--- config.mk ---
export PLATFORM = sky130hd
export DESIGN_NAME = pct_lane
export DESIGN_NICKNAME = d
export VERILOG_FILES = /design/src/rtl/pct_pkg.sv /design/src/rtl/pct_lane.sv
export SDC_FILE = /design/constraint.sdc
export NUM_CORES = 2
export LEC_CHECK = 0
export BUFFER_PORTS_ARGS = -buffer_cell sky130_fd_sc_hd__buf_4
export CORE_UTILIZATION = 55
export CTS_CLUSTER_SIZE = 8
export DETAILED_ROUTE_END_ITERATION = 12
export GPL_TIMING_DRIVEN = 0
export MAX_ROUTING_LAYER = met4
export PLACE_DENSITY_LB_ADDON = 0.12
export SETUP_SLACK_MARGIN = 0.4
export SYNTH_ARGS = -nofsm -noshare
export SYNTH_HDL_FRONTEND = slang
export SYNTH_SLANG_ARGS = --single-unit
--- constraint.sdc ---
create_clock -name clk -period 7.75 [get_ports clk]
set_input_delay 0 -clock clk [delete_from_list [all_inputs] [get_ports clk]]
set_output_delay 0 -clock clk [all_outputs]
set_load 0.005 [all_outputs]
--- src/rtl/pct_pkg.sv ---
// shared constants and types of the perceptron block
`default_nettype none

package pct_pkg;

	localparam int NUM_WEIGHTS       = 3;
	localparam int FEATURE_WIDTH_DEF = 16;
	localparam int WEIGHT_WIDTH_DEF  = 32;
	localparam int RATE_W            = 16;
	localparam int CNT_W             = 16;
	localparam int CFG_W             = 16;
	localparam int CFG_IDX_W         = 1;

	localparam logic [RATE_W-1:0] LEARNING_RATE_RST   = 16'd655;
	localparam logic [CNT_W-1:0]  MAX_GENERATIONS_RST = 16'd0;

	typedef enum logic [CFG_IDX_W-1:0] {
		REG_LEARNING_RATE,
		REG_MAX_GENERATIONS
	} cfg_reg_t;

	typedef struct packed {
		logic load;
		logic update;
		logic positive;
	} lane_ctrl_t;

endpackage

`default_nettype wire

--- src/rtl/pct_lane.sv ---
// one weight lane: stored weight, product, rate product and saturating update
`default_nettype none

module pct_lane #(
	parameter int FEATURE_WIDTH = pct_pkg::FEATURE_WIDTH_DEF,
	parameter int WEIGHT_WIDTH  = pct_pkg::WEIGHT_WIDTH_DEF
) (
	input  wire                                         clk,
	input  wire                                         arst_n,
	input  wire pct_pkg::lane_ctrl_t                    ctrl,
	input  wire logic signed [FEATURE_WIDTH-1:0]        feature,
	input  wire logic [pct_pkg::RATE_W-1:0]             rate,
	output logic signed [FEATURE_WIDTH+WEIGHT_WIDTH-1:0] prod_s1
);

	localparam int PW  = FEATURE_WIDTH + WEIGHT_WIDTH;
	localparam int RPW = FEATURE_WIDTH + pct_pkg::RATE_W + 1;
	localparam int DW  = RPW + 1;
	localparam int QW  = DW - 8;
	localparam int SW  = ((WEIGHT_WIDTH > QW) ? WEIGHT_WIDTH : QW) + 1;

	logic signed [WEIGHT_WIDTH-1:0] weight_q;
	logic signed [RPW-1:0]          fr_s1;
	logic signed [PW-1:0]           prod_w;
	logic signed [RPW-1:0]          fr_w;
	logic signed [DW-1:0]           fr_x;
	logic signed [DW-1:0]           raw_plus;
	logic signed [DW-1:0]           raw_minus;
	logic signed [QW-1:0]           d_plus;
	logic signed [QW-1:0]           d_minus;
	logic signed [SW-1:0]           sum_plus;
	logic signed [SW-1:0]           sum_minus;
	logic signed [WEIGHT_WIDTH-1:0] sat_plus;
	logic signed [WEIGHT_WIDTH-1:0] sat_minus;

	function automatic logic signed [WEIGHT_WIDTH-1:0] sat_w(input logic signed [SW-1:0] v);
		logic [SW-WEIGHT_WIDTH:0] top;
		top = v[SW-1:WEIGHT_WIDTH-1];
		if (top == '0 || top == '1) begin
			return v[WEIGHT_WIDTH-1:0];
		end else if (v[SW-1]) begin
			return {1'b1, {(WEIGHT_WIDTH-1){1'b0}}};
		end else begin
			return {1'b0, {(WEIGHT_WIDTH-1){1'b1}}};
		end
	endfunction

	assign prod_w = PW'(weight_q) * PW'(feature);
	assign fr_w   = RPW'(feature) * $signed({1'b0, rate});

	// round half up of the q8.24 update term to q16.16
	assign fr_x      = DW'(fr_s1);
	assign raw_plus  = fr_x + fr_x + DW'(128);
	assign raw_minus = DW'(128) - fr_x - fr_x;
	assign d_plus    = raw_plus[DW-1:8];
	assign d_minus   = raw_minus[DW-1:8];
	assign sum_plus  = SW'(weight_q) + SW'(d_plus);
	assign sum_minus = SW'(weight_q) + SW'(d_minus);
	assign sat_plus  = sat_w(sum_plus);
	assign sat_minus = sat_w(sum_minus);

	always_ff @(posedge clk) begin
		if (ctrl.load) begin
			prod_s1 <= prod_w;
			fr_s1   <= fr_w;
		end
	end

	always_ff @(posedge clk or negedge arst_n) begin
		if (!arst_n) begin
			weight_q <= '0;
		end else if (ctrl.update) begin
			weight_q <= ctrl.positive ? sat_plus : sat_minus;
		end
	end

endmodule

`default_nettype wire

==> run metrics <==
outcome complete, no violations; r2r endpoint prod_s1[44]; Area Growth Syn to Fin 7.54%; die area 64,300 sq um; Die Height ~250 um; Num CTS Buffers 17; # DRC 0; CP Capture Type register; post-place setup slack -0.952 ns; Fillers 5,613; Crit Path Class register to register; vias per cell 5.63; R2R cell count 22; skew final 0.0255 ns; mapped cell area 34,800 sq um; Largest stage delay, worst path about 0.6 ns; Final WS setup around 0.61 ns; Clock Path Buffers 2; clk_lat worst skew 0.51 ns; Top delay family on crit path adder cells; largest net degree at the start of global routing 82; Initial Utilization ~56%; via count about 27,000; Initial DRC Count just over 2,000; antenna violations before repair 4; CP bufs+invs 4; gr usage total a little over a third; crit path max-delay cell type fa_1; Post-synth top cells 824 x inv_1, 682 x fa_1, 524 x nand2_1; Post-Syn Nets 4,915; final core occ 60.3%; Final setup violation count 0; Syn Inst Count 3,893; unrepaired setup endpoints after global routing false; reg2reg start weight_q[8]; CP Max Fanout 10; Yosys warning count 0; largest cells by area after synthesis fa_1 39%, ha_1 11%, inv_1 8.9%, edfxtp_1 7.0%, nand2_1 5.6%; # rows between 90 and 100; Min-Delay Path Class primary input to asynchronous set/reset pin; slew margin rel. 15.6%; TritonCTS clock tree built; ANT nets after route 0; number of synthesized flops with an enable pin between 80 and 90; Tmin final 7.14 ns; vias in the first global route 28,598; register bit total from synthesis 113; CTS sink count around 110; # nets final between 5,000 and 6,000; maxcap violations 0; Boundary Pins between 80 and 90; predominant post-synthesis flop cell edfxtp_1; share of layout cells above drive strength 1 under 10%; crit path DAT 7.39 ns; Fin. Hold Viols 0; worst hold slack around 0.023 ns; Synth async-reset ratio 28.3%; fin crit share 92.1%; Yosys top cell area share 39.2%; register area share after synthesis 9.28%; Worst Tran Pin Value 1.27 ns; startpoint types register; Finished Layout Cells 4,859; GP Congestion between 0.9 and 1; f_max 140 MHz; Max Slew Vio Count 0; global-route wire length before repair 167 mm; Congestion Overflow GR 0; Initial DRT Pass Iterations 8; required time of the critical path 8.01 ns; worst-path cell chain clkbuf_4 > nand2_1 > fa_1 > inv_1 > fa_1 > fa_1 > fa_1 > fa_1 > inv_1 > fa_1 > inv_1 > ha_1 > a21o_1 > a21oi_2 > o21ai_0 > a31oi_1 > o32ai_1 > a31oi_4 > o21ai_0 > a221o_1 > a21oi_1 > xnor2_1; Critical Path Most Common Cell fa_1; DRT Wirelength 108 mm; Port Buffer Count between 60 and 70; Worst R2R Setup Slack between 0.6 and 0.7 ns; Cell variety after synth 88; CTS H-Tree Depth 4; dpl hpwl between 80 and 90 mm; largest area contributor in the netlist fa_1; Worst-path clk slew 0.07 ns; placed instance count 4,798; Avg WL per Cell 22.1 um; syn avg cell area between 8 and 9 sq um; Core Region a little over 60,000 sq um; most common cell in the netlist inv_1; Root Buffer clkbuf_16; die width 254 um
-- cells in the final DEF (no fill, tap or decap), types with 18 or more instances in the layout --
cell       instances
inv_1            824
fa_1             682
nand2_1          524
and2_1           313
ha_1             303
xnor2_1          122
nor2_1           116
a21oi_1          116
clkbuf_1         105
buf_4             87
o21ai_0           84
edfxtp_1          81
xor2_1            61
a21o_1            58
nor2b_1           36
nand3_1           34
nand2b_1          30
clkbuf_2          28
o21ai_1           27
a211oi_1          24
dfrtp_2           22
o21bai_1          21
nor3_1            20
a31o_1            19
clkbuf_16         19
nand4_1           18
-- metal layers --
| layer | wire length, um | global-route usage, % |
|---|---|---|
| met4 | 6560 | 19.2 |
| met2 | 49500 | 57.1 |
| met5 | 0 | - |
| met1 | 42300 | 44.9 |
| met3 | 9100 | 7.69 |
-- cell type report --
| cell class | count | area (sq um) | area share (%) |
|---|---|---|---|
| flip-flops and latches | 113 | 3290 | 8.77 |
| clock inverters | 13 | 111 | 0.297 |
| multi-input cells | 2794 | 28000 | 74.6 |
| well taps | 837 | 1050 | 2.80 |
| repair buffers | 93 | 713 | 1.90 |
| diodes | 4 | 10.0 | 0.0267 |
| clock buffers | 19 | 475 | 1.27 |
| plain buffers | 162 | 767 | 2.05 |
| inverters | 824 | 3090 | 8.26 |
-- registers in the layout, summed over array words and instances, names as in the netlist --
register and flops:
prod_s1 48, fr_s1 33, weight_q 32
-- logic make-up after synthesis --
group	synth area share [%]
simple gates	16.2
buf+inv	10.8
fa+ha+maj	50.1
compound gates	9.03
xor+xnor	4.60
flops	9.28
mux	0.0611
-- worst register-to-register path: cells and delay by family (launching register included) --
family | cells | cell delay [ns]
fa+ha+maj | 7 | 3.46
compound gates | 9 | 2.26
flops | 1 | 0.54
buf+inv | 4 | 0.43
simple gates | 1 | 0.11
xor+xnor | 1 | 0.10
-- per-stage QoR --
stage                     instance area [sq um]  TNS [ns]
after global placement                    36400     -5.51
after global routing                      37500         0
after CTS                                 37200         0
after floorplan                           34800         0
final                                     37500         0
after detailed placement                  36400     -5.90
-- worst max-delay path by stage --
stage	start	to	slack [ns]	cells after the start
floorplan	weight_q[19]	prod_s1[47]	1.40	22
global placement	weight_q[8]	prod_s1[47]	-0.89	22
detailed placement	weight_q[13]	prod_s1[47]	-0.95	22
CTS	weight_q[15]	prod_s1[47]	0.39	22
global route	feature[10]	fr_s1[32]	0.40	21
finish	weight_q[8]	prod_s1[44]	0.61	22
-- what timing repair did --
item / 4_1_cts / 5_1_grt
pin swaps: 2 / 2
hold buffers: 6 / 0
endpoints found under the setup margin: 19 / 16
resized for setup: 72 / 67
buffers inserted: 6 / 13
hold endpoints to repair: 42 / 0
Power is not shown: default switching activity piles up to over one toggle a cycle in this logic, so the estimate is an artifact.
